**src/hw/rtl/bst_pkg.sv**
```systemverilog
// ============================================================================
// bst_pkg: shared types and constants for the binary search table
// Field widths of the request and response words, function codes and
// special result codes.
// ============================================================================
package bst_pkg;

  localparam int SIZE_W  = 5;   // table_size register
  localparam int INDEX_W = 4;   // entry_index field
  localparam int VALUE_W = 32;  // entry data / search target
  localparam int POS_W   = 5;   // position field
  localparam int PROBE_W = 3;   // probe_count field

  typedef enum logic {
    FUNC_LOAD   = 1'b0,
    FUNC_SEARCH = 1'b1
  } func_t;

  // position reported when the target is absent (-1)
  localparam logic [POS_W-1:0]   POS_NONE  = '1;
  // probe counter saturates here
  localparam logic [PROBE_W-1:0] PROBE_MAX = '1;

endpackage

```
**src/hw/rtl/bst_req_if.sv**
```systemverilog
// ============================================================================
// bst_req_if: request channel
// One word is a load (entry_index, value) or a search (value is the target).
// ============================================================================
interface bst_req_if;
  logic                          valid;
  logic                          ready;
  logic                          func;
  logic [bst_pkg::INDEX_W-1:0]   entry_index;
  logic signed [bst_pkg::VALUE_W-1:0] value;

  modport source (output valid, output func, output entry_index, output value,
                  input ready);
  modport sink   (input valid, input func, input entry_index, input value,
                  output ready);
endinterface

```
**src/hw/rtl/bst_rsp_if.sv**
```systemverilog
// ============================================================================
// bst_rsp_if: response channel
// One word per search: found flag, position (-1 if absent), probe count.
// ============================================================================
interface bst_rsp_if;
  logic                               valid;
  logic                               ready;
  logic                               found;
  logic signed [bst_pkg::POS_W-1:0]   position;
  logic [bst_pkg::PROBE_W-1:0]        probe_count;

  modport source (output valid, output found, output position, output probe_count,
                  input ready);
  modport sink   (input valid, input found, input position, input probe_count,
                  output ready);
endinterface

```
**src/hw/rtl/binary_search_table_core.sv**
```systemverilog
// ============================================================================
// binary_search_table_core: pipelined binary search over a loaded table
// Loads signed 32-bit entries and answers search requests by binary search.
// ============================================================================
//
// Usage
//   req  : valid/ready channel. func = load writes value at entry_index
//          (ignored when entry_index >= TABLE_DEPTH); func = search looks
//          for value among entries 0 .. min(table_size, TABLE_DEPTH)-1.
//   rsp  : one word per search: found, position (-1 if absent) and the
//          number of probes, the hitting probe included. Loads give none.
//   cfg  : cfg_we / cfg_data write table_size; write it only while idle.
//   Each probe is one pipeline stage with its own copy of the table
//   (NPROBE = clog2(TABLE_DEPTH+1) stages, 5 for a depth of 16). Loads walk
//   the same stages and update each copy in order, so a search sees exactly
//   the loads accepted before it.
//   An accepted word passes stage 0, the probe stages and then the response
//   register. Throughput: one word per cycle, loads or searches, unless rsp stalls.
//   Reset (rst, synchronous) empties the pipeline and clears table_size;
//   table contents are undefined until loaded.
//   A stall on rsp freezes the whole pipeline and drops req.ready; nothing
//   is lost or repeated.
//
module binary_search_table_core #(
  parameter int TABLE_DEPTH = 16
) (
  input  logic                        clk,
  input  logic                        rst,
  input  logic                        cfg_we,
  input  logic [bst_pkg::SIZE_W-1:0]  cfg_data,
  bst_req_if.sink                     req,
  bst_rsp_if.source                   rsp
);
  // ---- derived sizes ----
  localparam int AW     = (TABLE_DEPTH > 1) ? $clog2(TABLE_DEPTH) : 1; // table address
  localparam int CW     = $clog2(TABLE_DEPTH + 1);                     // bound 0..DEPTH
  localparam int NPROBE = $clog2(TABLE_DEPTH + 1);                     // max probes

  // one pipeline word: loads and searches share the stages
  typedef struct packed {
    logic                              valid;
    logic                              search;
    logic                              wr_en;   // in-range load
    logic [AW-1:0]                     waddr;
    logic signed [bst_pkg::VALUE_W-1:0] value;  // entry data or target
    logic [CW-1:0]                     lo;      // inclusive lower bound
    logic [CW-1:0]                     hi_p1;   // exclusive upper bound
    logic                              active;  // search still probing
    logic                              hit;
    logic [AW-1:0]                     mid;     // address read last stage
    logic [AW-1:0]                     pos;
    logic [bst_pkg::PROBE_W-1:0]       probes;
  } stage_t;

  // ---- config register ----
  logic [bst_pkg::SIZE_W-1:0] table_size;
  logic [CW-1:0]              num_entries;

  always_ff @(posedge clk) begin
    if (rst) begin
      table_size <= '0;
    end else if (cfg_we) begin
      table_size <= cfg_data;
    end
  end

  // table_size saturates at the depth
  always_comb begin
    if (32'(table_size) > 32'(TABLE_DEPTH)) begin
      num_entries = CW'(TABLE_DEPTH);
    end else begin
      num_entries = CW'(table_size);
    end
  end

  // ---- pipeline control ----
  // Whole pipeline moves together; it only holds when a response waits.
  logic adv;
  assign adv       = !(rsp.valid && !rsp.ready);
  assign req.ready = adv;

  stage_t                             st    [NPROBE+1]; // stage registers
  stage_t                             rs    [NPROBE+1]; // after probe resolve
  logic [AW-1:0]                      mid   [NPROBE];   // next probe address
  logic signed [bst_pkg::VALUE_W-1:0] rdata [NPROBE];

  // ---- stage 0: accept a word ----
  stage_t st0_next;

  always_comb begin
    st0_next        = '0;
    st0_next.valid  = req.valid;
    st0_next.search = (req.func == bst_pkg::FUNC_SEARCH);
    st0_next.wr_en  = (req.func == bst_pkg::FUNC_LOAD) &&
                      (32'(req.entry_index) < 32'(TABLE_DEPTH));
    st0_next.waddr  = AW'(req.entry_index);
    st0_next.value  = req.value;
    st0_next.lo     = '0;
    st0_next.hi_p1  = num_entries;
    st0_next.active = (req.func == bst_pkg::FUNC_SEARCH) && (num_entries != '0);
  end

  always_ff @(posedge clk) begin
    if (rst) begin
      st[0].valid <= 1'b0;
    end else if (adv) begin
      st[0] <= st0_next;
    end
  end

  assign rs[0] = st[0];

  genvar k;
  generate
    // ---- probe resolve: compare the entry read last stage ----
    for (k = 1; k <= NPROBE; k++) begin : g_resolve
      always_comb begin
        rs[k] = st[k];
        if (st[k].active) begin
          if (st[k].probes != bst_pkg::PROBE_MAX) begin
            rs[k].probes = st[k].probes + 1'b1;
          end
          if (rdata[k-1] == st[k].value) begin
            rs[k].hit    = 1'b1;
            rs[k].pos    = st[k].mid;
            rs[k].active = 1'b0;
          end else begin
            if (rdata[k-1] < st[k].value) begin
              rs[k].lo = CW'(st[k].mid) + 1'b1;
            end else begin
              rs[k].hi_p1 = CW'(st[k].mid);
            end
            rs[k].active = (rs[k].lo < rs[k].hi_p1);
          end
        end
      end
    end

    // ---- probe issue: one table copy per stage ----
    for (k = 0; k < NPROBE; k++) begin : g_probe
      logic [CW:0] bound_sum;
      stage_t      st_next;

      // floor((lo + hi) / 2) with hi = hi_p1 - 1
      assign bound_sum = {1'b0, rs[k].lo} + {1'b0, rs[k].hi_p1} - 1'b1;
      assign mid[k]    = AW'(bound_sum >> 1);

      // carry the probe address along with the word
      always_comb begin
        st_next     = rs[k];
        st_next.mid = mid[k];
      end

      // loads write this copy as they pass, searches read it
      bst_ram #(
        .WIDTH (bst_pkg::VALUE_W),
        .DEPTH (TABLE_DEPTH)
      ) u_ram (
        .clk   (clk),
        .we    (adv && st[k].valid && st[k].wr_en),
        .waddr (st[k].waddr),
        .wdata (st[k].value),
        .re    (adv),
        .raddr (mid[k]),
        .rdata (rdata[k])
      );

      always_ff @(posedge clk) begin
        if (rst) begin
          st[k+1].valid <= 1'b0;
        end else if (adv) begin
          st[k+1] <= st_next;
        end
      end
    end
  endgenerate

  // ---- response register ----
  logic                        rsp_valid;
  logic                        rsp_found;
  logic [bst_pkg::POS_W-1:0]   rsp_position;
  logic [bst_pkg::PROBE_W-1:0] rsp_probes;

  always_ff @(posedge clk) begin
    if (rst) begin
      rsp_valid <= 1'b0;
    end else if (adv) begin
      rsp_valid <= st[NPROBE].valid && st[NPROBE].search;
    end
  end

  always_ff @(posedge clk) begin
    if (adv) begin
      rsp_found    <= rs[NPROBE].hit;
      rsp_position <= rs[NPROBE].hit ? bst_pkg::POS_W'(rs[NPROBE].pos)
                                     : bst_pkg::POS_NONE;
      rsp_probes   <= rs[NPROBE].probes;
    end
  end

  assign rsp.valid       = rsp_valid;
  assign rsp.found       = rsp_found;
  assign rsp.position    = rsp_position;
  assign rsp.probe_count = rsp_probes;

endmodule

```
**src/hw/rtl/bst_ram.sv**
```systemverilog
// ============================================================================
// bst_ram: generic simple dual-port RAM
// One write port, one read port with registered read data.
// ============================================================================
module bst_ram #(
  parameter  int WIDTH = 32,
  parameter  int DEPTH = 16,
  localparam int AW    = (DEPTH > 1) ? $clog2(DEPTH) : 1
) (
  input  logic             clk,
  input  logic             we,
  input  logic [AW-1:0]    waddr,
  input  logic [WIDTH-1:0] wdata,
  input  logic             re,
  input  logic [AW-1:0]    raddr,
  output logic [WIDTH-1:0] rdata
);
  logic [WIDTH-1:0] mem [DEPTH];

  always_ff @(posedge clk) begin
    if (we) begin
      mem[waddr] <= wdata;
    end
    if (re) begin
      rdata <= mem[raddr];
    end
  end
endmodule

```
**src/flat_wrapper.sv**
```systemverilog
// flat-port wrapper written by rule: the top's interface ports become plain ports
module binary_search_table_core_flat 
#(
  parameter int TABLE_DEPTH = 16
)
  (clk, rst, cfg_we, cfg_data, req_valid, req_func, req_entry_index, req_value, req_ready, rsp_valid, rsp_found, rsp_position, rsp_probe_count, rsp_ready);
  bst_req_if req_i ();
  bst_rsp_if rsp_i ();
  input  logic clk;
  input  logic rst;
  input  logic cfg_we;
  input  logic [bst_pkg::SIZE_W-1:0] cfg_data;
  input wire logic [$bits(req_i.valid)-1:0] req_valid;
  input wire logic [$bits(req_i.func)-1:0] req_func;
  input wire logic [$bits(req_i.entry_index)-1:0] req_entry_index;
  input wire logic [$bits(req_i.value)-1:0] req_value;
  output wire logic [$bits(req_i.ready)-1:0] req_ready;
  output wire logic [$bits(rsp_i.valid)-1:0] rsp_valid;
  output wire logic [$bits(rsp_i.found)-1:0] rsp_found;
  output wire logic [$bits(rsp_i.position)-1:0] rsp_position;
  output wire logic [$bits(rsp_i.probe_count)-1:0] rsp_probe_count;
  input wire logic [$bits(rsp_i.ready)-1:0] rsp_ready;
  assign req_i.valid = req_valid;
  assign req_i.func = req_func;
  assign req_i.entry_index = req_entry_index;
  assign req_i.value = req_value;
  assign req_ready = req_i.ready;
  assign rsp_valid = rsp_i.valid;
  assign rsp_found = rsp_i.found;
  assign rsp_position = rsp_i.position;
  assign rsp_probe_count = rsp_i.probe_count;
  assign rsp_i.ready = rsp_ready;
  binary_search_table_core #(.TABLE_DEPTH(TABLE_DEPTH)) u_core (.clk(clk), .rst(rst), .cfg_we(cfg_we), .cfg_data(cfg_data), .req(req_i), .rsp(rsp_i));
endmodule
```
**config.mk**
```make
export PLATFORM = sky130hd
export DESIGN_NAME = binary_search_table_core_flat
export DESIGN_NICKNAME = d
export VERILOG_FILES = /design/src/hw/rtl/bst_pkg.sv /design/src/hw/rtl/bst_req_if.sv /design/src/hw/rtl/bst_rsp_if.sv /design/src/hw/rtl/binary_search_table_core.sv /design/src/hw/rtl/bst_ram.sv /design/src/flat_wrapper.sv
export SDC_FILE = /design/constraint.sdc
export NUM_CORES = 2
export LEC_CHECK = 0
export BUFFER_PORTS_ARGS = -buffer_cell sky130_fd_sc_hd__buf_4
export CORE_AREA = 4 4 485 391
export DETAILED_ROUTE_END_ITERATION = 16
export DIE_AREA = 0 0 489 395
export GPL_ROUTABILITY_DRIVEN = 0
export PLACE_DENSITY_LB_ADDON = 0.05
export SLEW_MARGIN = 30
export SYNTH_ARGS = -nofsm -noshare
export SYNTH_HDL_FRONTEND = slang
export SYNTH_HIERARCHICAL = 1
export SYNTH_SLANG_ARGS = --single-unit
```
**constraint.sdc**
```tcl
create_clock -name clk -period 77.2 [get_ports clk]
set_input_delay 15.44 -clock clk [delete_from_list [all_inputs] [get_ports clk]]
set_output_delay 15.44 -clock clk [all_outputs]
set_load 0.005 [all_outputs]
```
== Word level (Yosys, flattened, before mapping) ==
Memory sizes are Yosys's and may differ from the RTL's. A register that Yosys moved wholly into a read port is not among the register bits.
Cells that the tools add are included.

* Bits of input ports: 47
* RAM bits: 2932
* Memories: 6
* Flip-flop bits (word level): 15
* Word-level logic and storage cells: 158

{| class="wikitable"
|+ Memory list
! name !! words !! width !! rd ports !! clocked after Yosys merged registers in !! write ports !! line !! text
|-
| u_core.g_probe[0].u_ram.mem || 16 || 32 || 1 || 1 || 1 || bst_ram.sv:18 || <nowiki>logic [WIDTH-1:0] mem [DEPTH];</nowiki>
|-
| u_core.g_probe[1].u_ram.mem || 16 || 32 || 1 || 1 || 1 || bst_ram.sv:18 ||
|-
| u_core.g_probe[2].u_ram.mem || 16 || 32 || 1 || 1 || 1 || bst_ram.sv:18 ||
|-
| u_core.g_probe[3].u_ram.mem || 16 || 32 || 1 || 1 || 1 || bst_ram.sv:18 ||
|-
| u_core.g_probe[4].u_ram.mem || 16 || 32 || 1 || 1 || 1 || bst_ram.sv:18 ||
|-
| u_core.st || 6 || 62 || 6 || 0 || 6 || binary_search_table_core.sv:82 || <nowiki>stage_t st [NPROBE+1];</nowiki>
|}

* Equal/unequal tests: 10
* Magnitude comparators: 9
* Bitwise gates (word level): 7
* Add/sub/neg operators: 19
* Multiplexer cells: 80
* Reductions and logical operators: 21

{| class="wikitable"
|+ Operators with widths
! cell !! count
|-
| $eq 32x32->1 || 5
|-
| $mux 5 || 26
|-
| $lt 32x32->1 || 4
|-
| $mux 12 || 4
|-
| $mux 10 || 4
|-
| $mux 7 || 5
|-
| $mux 1 || 31
|-
| $add 5x5->5 || 5
|-
| $sub 5x1->5 const B || 5
|-
| $add 4x1->5 const B || 4
|-
| $lt 5x5->1 || 4
|-
| $mux 4 || 5
|-
| $add 3x1->3 const B || 5
|-
| $mux 3 || 5
|-
| $ne 3x3->1 const B || 5
|-
| $logic_and 1x1->1 || 13
|-
| $logic_not 1->1 || 7
|-
| $or 1x1->1 || 6
|-
| $gt 5x5->1 const B || 1
|-
| $reduce_bool 5->1 || 1
|-
| $not 1->1 || 1
|}

== Depth between registers and ports, before layout ==
An unclocked memory read counts as a cell.

* Word-level depth: 10
* Gate-level depth with buffers: 26
* Gate-level depth less buffers: 24

== Cells and area by module ==
Netlist, hierarchy kept.

{| class="wikitable"
|+ By module, submodules not included
! module !! area each (sq um) !! times used !! cells each !! sequential area each (sq um)
|-
| bst_ram at u_core.g_probe[2].u_ram ... || 20174.3 || 3 || 838 || 16335.7
|-
| bst_ram at u_core.g_probe[0].u_ram ... || 20155.6 || 2 || 838 || 16335.7
|-
| binary_search_table_core || 16854.9 || 1 || 1264 || 10119.7
|}

== Least setup slack after synthesis ==
No wires, ideal clock.

* Path type: input to output
* Start: input rsp_ready
* End: output req_ready
* Cell stages on the path: 2
* Required time: 61760 ps
* Data arrival time: 20272 ps
* Slack: 41488 ps
* Cells stage by stage: nand2b_1 > clkbuf_1

* Word-level cells in the longest chain between the ends: 3

{| class="wikitable"
|+ RTL lines
! what !! line !! text
|-
| start: declaration || flat_wrapper.sv:22 || <nowiki>input wire logic [$bits(rsp_i.ready)-1:0] rsp_ready;</nowiki>
|-
| $logic_not 1->1 || binary_search_table_core.sv:79 || <nowiki>assign adv = !(rsp.valid && !rsp.ready);</nowiki>
|-
| $logic_and 1x1->1 || binary_search_table_core.sv:79 ||
|-
| $logic_not 1->1 || binary_search_table_core.sv:79 ||
|-
| end: declaration || flat_wrapper.sv:17 || <nowiki>output wire logic [$bits(req_i.ready)-1:0] req_ready;</nowiki>
|}

Every way passes these cells.

== Final worst setup path ==
Ends and elaborated chain as after synthesis.

==> qor_table.md <==
| Step | Result | This run |
|:---|:---|:---|
| global routing | Vias in the first global route | 55,700 |
| global routing | Global-route met2 utilization | 38.7% |
| logic synthesis | Synth top area cells | edfxtp_1, mux4_2, a22oi_1 |
| global routing | Antenna violations before repair | 7 |
| cells and area | Final instance area | 0.132 mm2 |
| drt | DR iter-0 viols | 6,844 |
| setup path | Type of the worst setup path | input pin to primary output |
| hold path | Number of cells on the worst hold path | 0 |
| clock network | CTS resizes | 0 |
| timing | Crit share post-route | 40.8% |
| clock network | Num Clock Sinks | 3,059 |
| setup path | Setup slack of the worst register-to-register path | 68,100 ps |
| logic synthesis | Unique cell type count in the Yosys netlist | 68 |
| setup path | Launching element type of the critical path | input pin |
| timing | Min Tclk post-route | 31,500 ps |
| status | Run status | complete, no violations |
| cells and area | Share of final-layout standard cells stronger than drive strength 1 | 23.3% |
| clock network | Clock input transition at the sequential cells of the worst setup and hold paths | 60 ps |
| timing | Setup TNS after final layout | 0 ps |
| logic synthesis | Sequential cell area fraction in the yosys report | 78.0% |
| global routing | First-pass GRT wire length | 379,000 um |
| clock network | Number of buffers inserted during clock tree synthesis | 300 |
| timing | Final Max Slew Viols | 0 |
| logic synthesis | Total standard cell area after synthesis | 0.118 mm2 |
| cells and area | Fin nets | 5,954 |
| global routing | GR Util met3 | 7.23% |
| floorplan | Std-Cell Rows | 141 |
| global routing | Overall track demand over capacity in global routing | 27.1% |
| floorplan | Initial Utilization | 63.8% |
| setup path | Worst reg2reg path endpoint | u_core/g_probe[4].u_ram/rdata[19]$_DFFE_PP_ |
| cells and area | Most common cell after layout, fill and taps aside | edfxtp_1 |
| clock network | Post-CTS Setup Bufs | 0 |
| logic synthesis | Share of synthesized registers carrying an async set or reset | 0% |
| global routing | Overflow left after global routing | 0 |
| clock network | Number of buffers between clock root and the deepest sink | 4 |
| placement | Worst setup slack before clock tree synthesis | 45,690 ps |
| logic synthesis | Cell type with the largest total area after synthesis | edfxtp_1 |
| timing | Maximum achievable frequency | 0.0317 GHz |
| setup path | Critical path data required time | 61,760 ps |
| clock network | CTS Root Cell | clkbuf_16 |
| placement | Quantity of I/O buffers inserted on ports | 57 |
| cells and area | Utilization of the core after routing | 71.5% |
| cells and area | Register area | 0.0918 mm2 |
| clock network | Clock tree from TritonCTS | done |
| drt | # DRC | 0 |
| clock network | Worst-skew pair later-pin latency | 900 ps |
| clock network | Number of H-tree branching levels | 5 |
| hold path | Worst hold start | u_core/st[1][122]$_DFFE_PP_ |
| global routing | Top Usage Layer GRT | met1 |
| placement | Standard cell area after detailed placement | 0.122 mm2 |
| timing | Unrepaired setup endpoints after global routing | false |
| drt | Total Wirelength | 258,000 um |
| setup path | Number of cell instances on the worst register-to-register path | 19 |
| drt | Detailed-router iteration count before antenna repair | 5 |
| cells and area | Total area of multi-input combinational cells | 0.0249 mm2 |
| clock network | Hold-fix buffer count after cts | 0 |
| floorplan | Die Outline Area | 0.193 mm2 |
| drt | Post-DR vias/cell | 6.64 |
| timing | Hold Vio Cnt, Final | 0 |
| global routing | Largest net degree at the start of global routing | 160 |
| floorplan | Floorplan die height | 395 um |
| setup path | Critical path data arrival time | 16,060 ps |
| logic synthesis | Syn nets | 5,681 |
| timing | Worst Skew | 51.9 ps |
| run | Max-cap violation count | 0 |
| global routing | Grt met1 use | 42.7% |
| logic synthesis | Total of flip-flops plus latches after synthesis | 3,059 |
| logic synthesis | Number of warnings printed during yosys synthesis | 6 |
| timing | Final setup violation count | 0 |
| cells and area | Area growth from synthesis to layout | 12.0% |
| timing | Transition time of the tightest slew-check pin | 1020 ps |
| setup path | Worst R2R Start | u_core/st[2][36]$_DFFE_PP_ |
| cells and area | Count of fill cells added during filler insertion | 10,700 |
| setup path | Endpoint class of the critical path | primary output |
| timing | Final worst setup slack | 45,700 ps |
| drt | Vias | 55,500 |
| placement | Detailed-placement wirelength estimate | 153,000 um |
| floorplan | Area of the core | 0.184 mm2 |
| logic synthesis | Most common flop cell mapped by yosys | edfxtp_1 |
| drt | Antenna-violating nets left | 0 |
| logic synthesis | Synthesized area per cell | 21.6 um2 |
| timing | Headroom to the max-slew limit | 31.6% |
| drt | Routed wire length per instance | 30.8 um |
| floorplan | I/O pin count | 58 |
| logic synthesis | Top cell type's share of synthesized area | 77.9% |
| hold path | Hold endpoint | u_core/st[2][60]$_DFFE_PP_ |
| logic synthesis | Cells after synthesis | 5,454 |
| logic synthesis | Number of synthesized flops with an enable pin | 3,053 |
| hold path | Hold crit path type | register to register |
| floorplan | Die X-Extent | 489 um |
| setup path | Largest fanout on the critical path | 3 |
| cells and area | Top library cells by usage in the layout, fill and taps aside | edfxtp_1, mux4_2, a22oi_1 |
## cells by family (layout without fill, tap and decap cells)
group	count (synthesis)	in the layout	share of synthesized area, %
adder cells (fa/ha/maj)	180	180	1.94
flip-flops	3059	3059	78.0
other	0	8	0
multiplexers	708	708	12.9
AND/OR/NAND/NOR	538	538	2.20
buffers and inverters	415	888	1.56
AO/OA/AOI/OAI	496	496	3.01
XOR/XNOR	58	58	0.432
## sequential cells by signal, summed over array words and instances, names as in the netlist
register / count
u_core/g_probe.u_ram/mem: 2560
u_core/st: 324
u_core/g_probe.u_ram/rdata: 160
u_core/rsp.position: 5
u_core/table_size: 5
u_core/rsp.probe_count: 3
u_core/rsp.found: 1
u_core/rsp.valid: 1
## metal layers
metal | share of wire, % | vias up
met4 | 2.3 | 0
met3 | 11 | 389
li1 | - | 23200
met5 | 0 | -
met1 | 42 | 29400
met2 | 45 | 2566
## critical path: stages
cell and delay [ps]:
buf_4 100, nand2b_4 260, buf_4 230
## cell usage after synthesis, drive strengths merged, types with 4 or more instances
cell type / instances
nor3: 34
and3: 12
a22oi: 321
a21o: 32
xnor2: 38
o21ai: 26
edfxtp: 3053
fa: 4
a211oi: 7
nor2b: 27
or3b: 6
o21a: 7
a31oi: 11
a21oi: 59
dfxtp: 6
and4: 4
nor2: 99
and2: 17
ha: 176
clkbuf: 90
nand4: 45
inv: 188
o211ai: 5
nand3: 24
nand2b: 27
buf: 137
nand3b: 11
mux2: 32
nand2: 210
mux2i: 36
xor2: 20
or2: 5
mux4: 640
nor4: 11
## layout make-up
| cell class | instances | area share, % |
|---|---|---|
| multi-input combinational | 1980 | 18.9 |
| sequential | 3059 | 69.7 |
| antenna | 8 | 0.0152 |
| clock inverter | 124 | 0.766 |
| tap | 2431 | 2.31 |
| clock buffer | 378 | 6.06 |
| inverter | 188 | 0.547 |
| timing repair buffer | 198 | 1.75 |
## worst max-delay path by stage
stage                   start   endpoint
floorplan           rsp_ready  req_ready
global placement    rsp_ready  req_ready
global route        rsp_ready  req_ready
finish              rsp_ready  req_ready
CTS                 rsp_ready  req_ready
detailed placement  rsp_ready  req_ready
## metrics by stage
stage	hold slack, ps	cells
4_1_cts	424	8345
5_1_grt	431	8359
6_report	423	8366
2_1_floorplan	400	5454
3_3_place_gp	404	7816
3_5_place_dp	409	7843
Power is left out: the tool's default activity adds up to more than one toggle a clock period on the data nets, which glitch-free logic cannot reach.
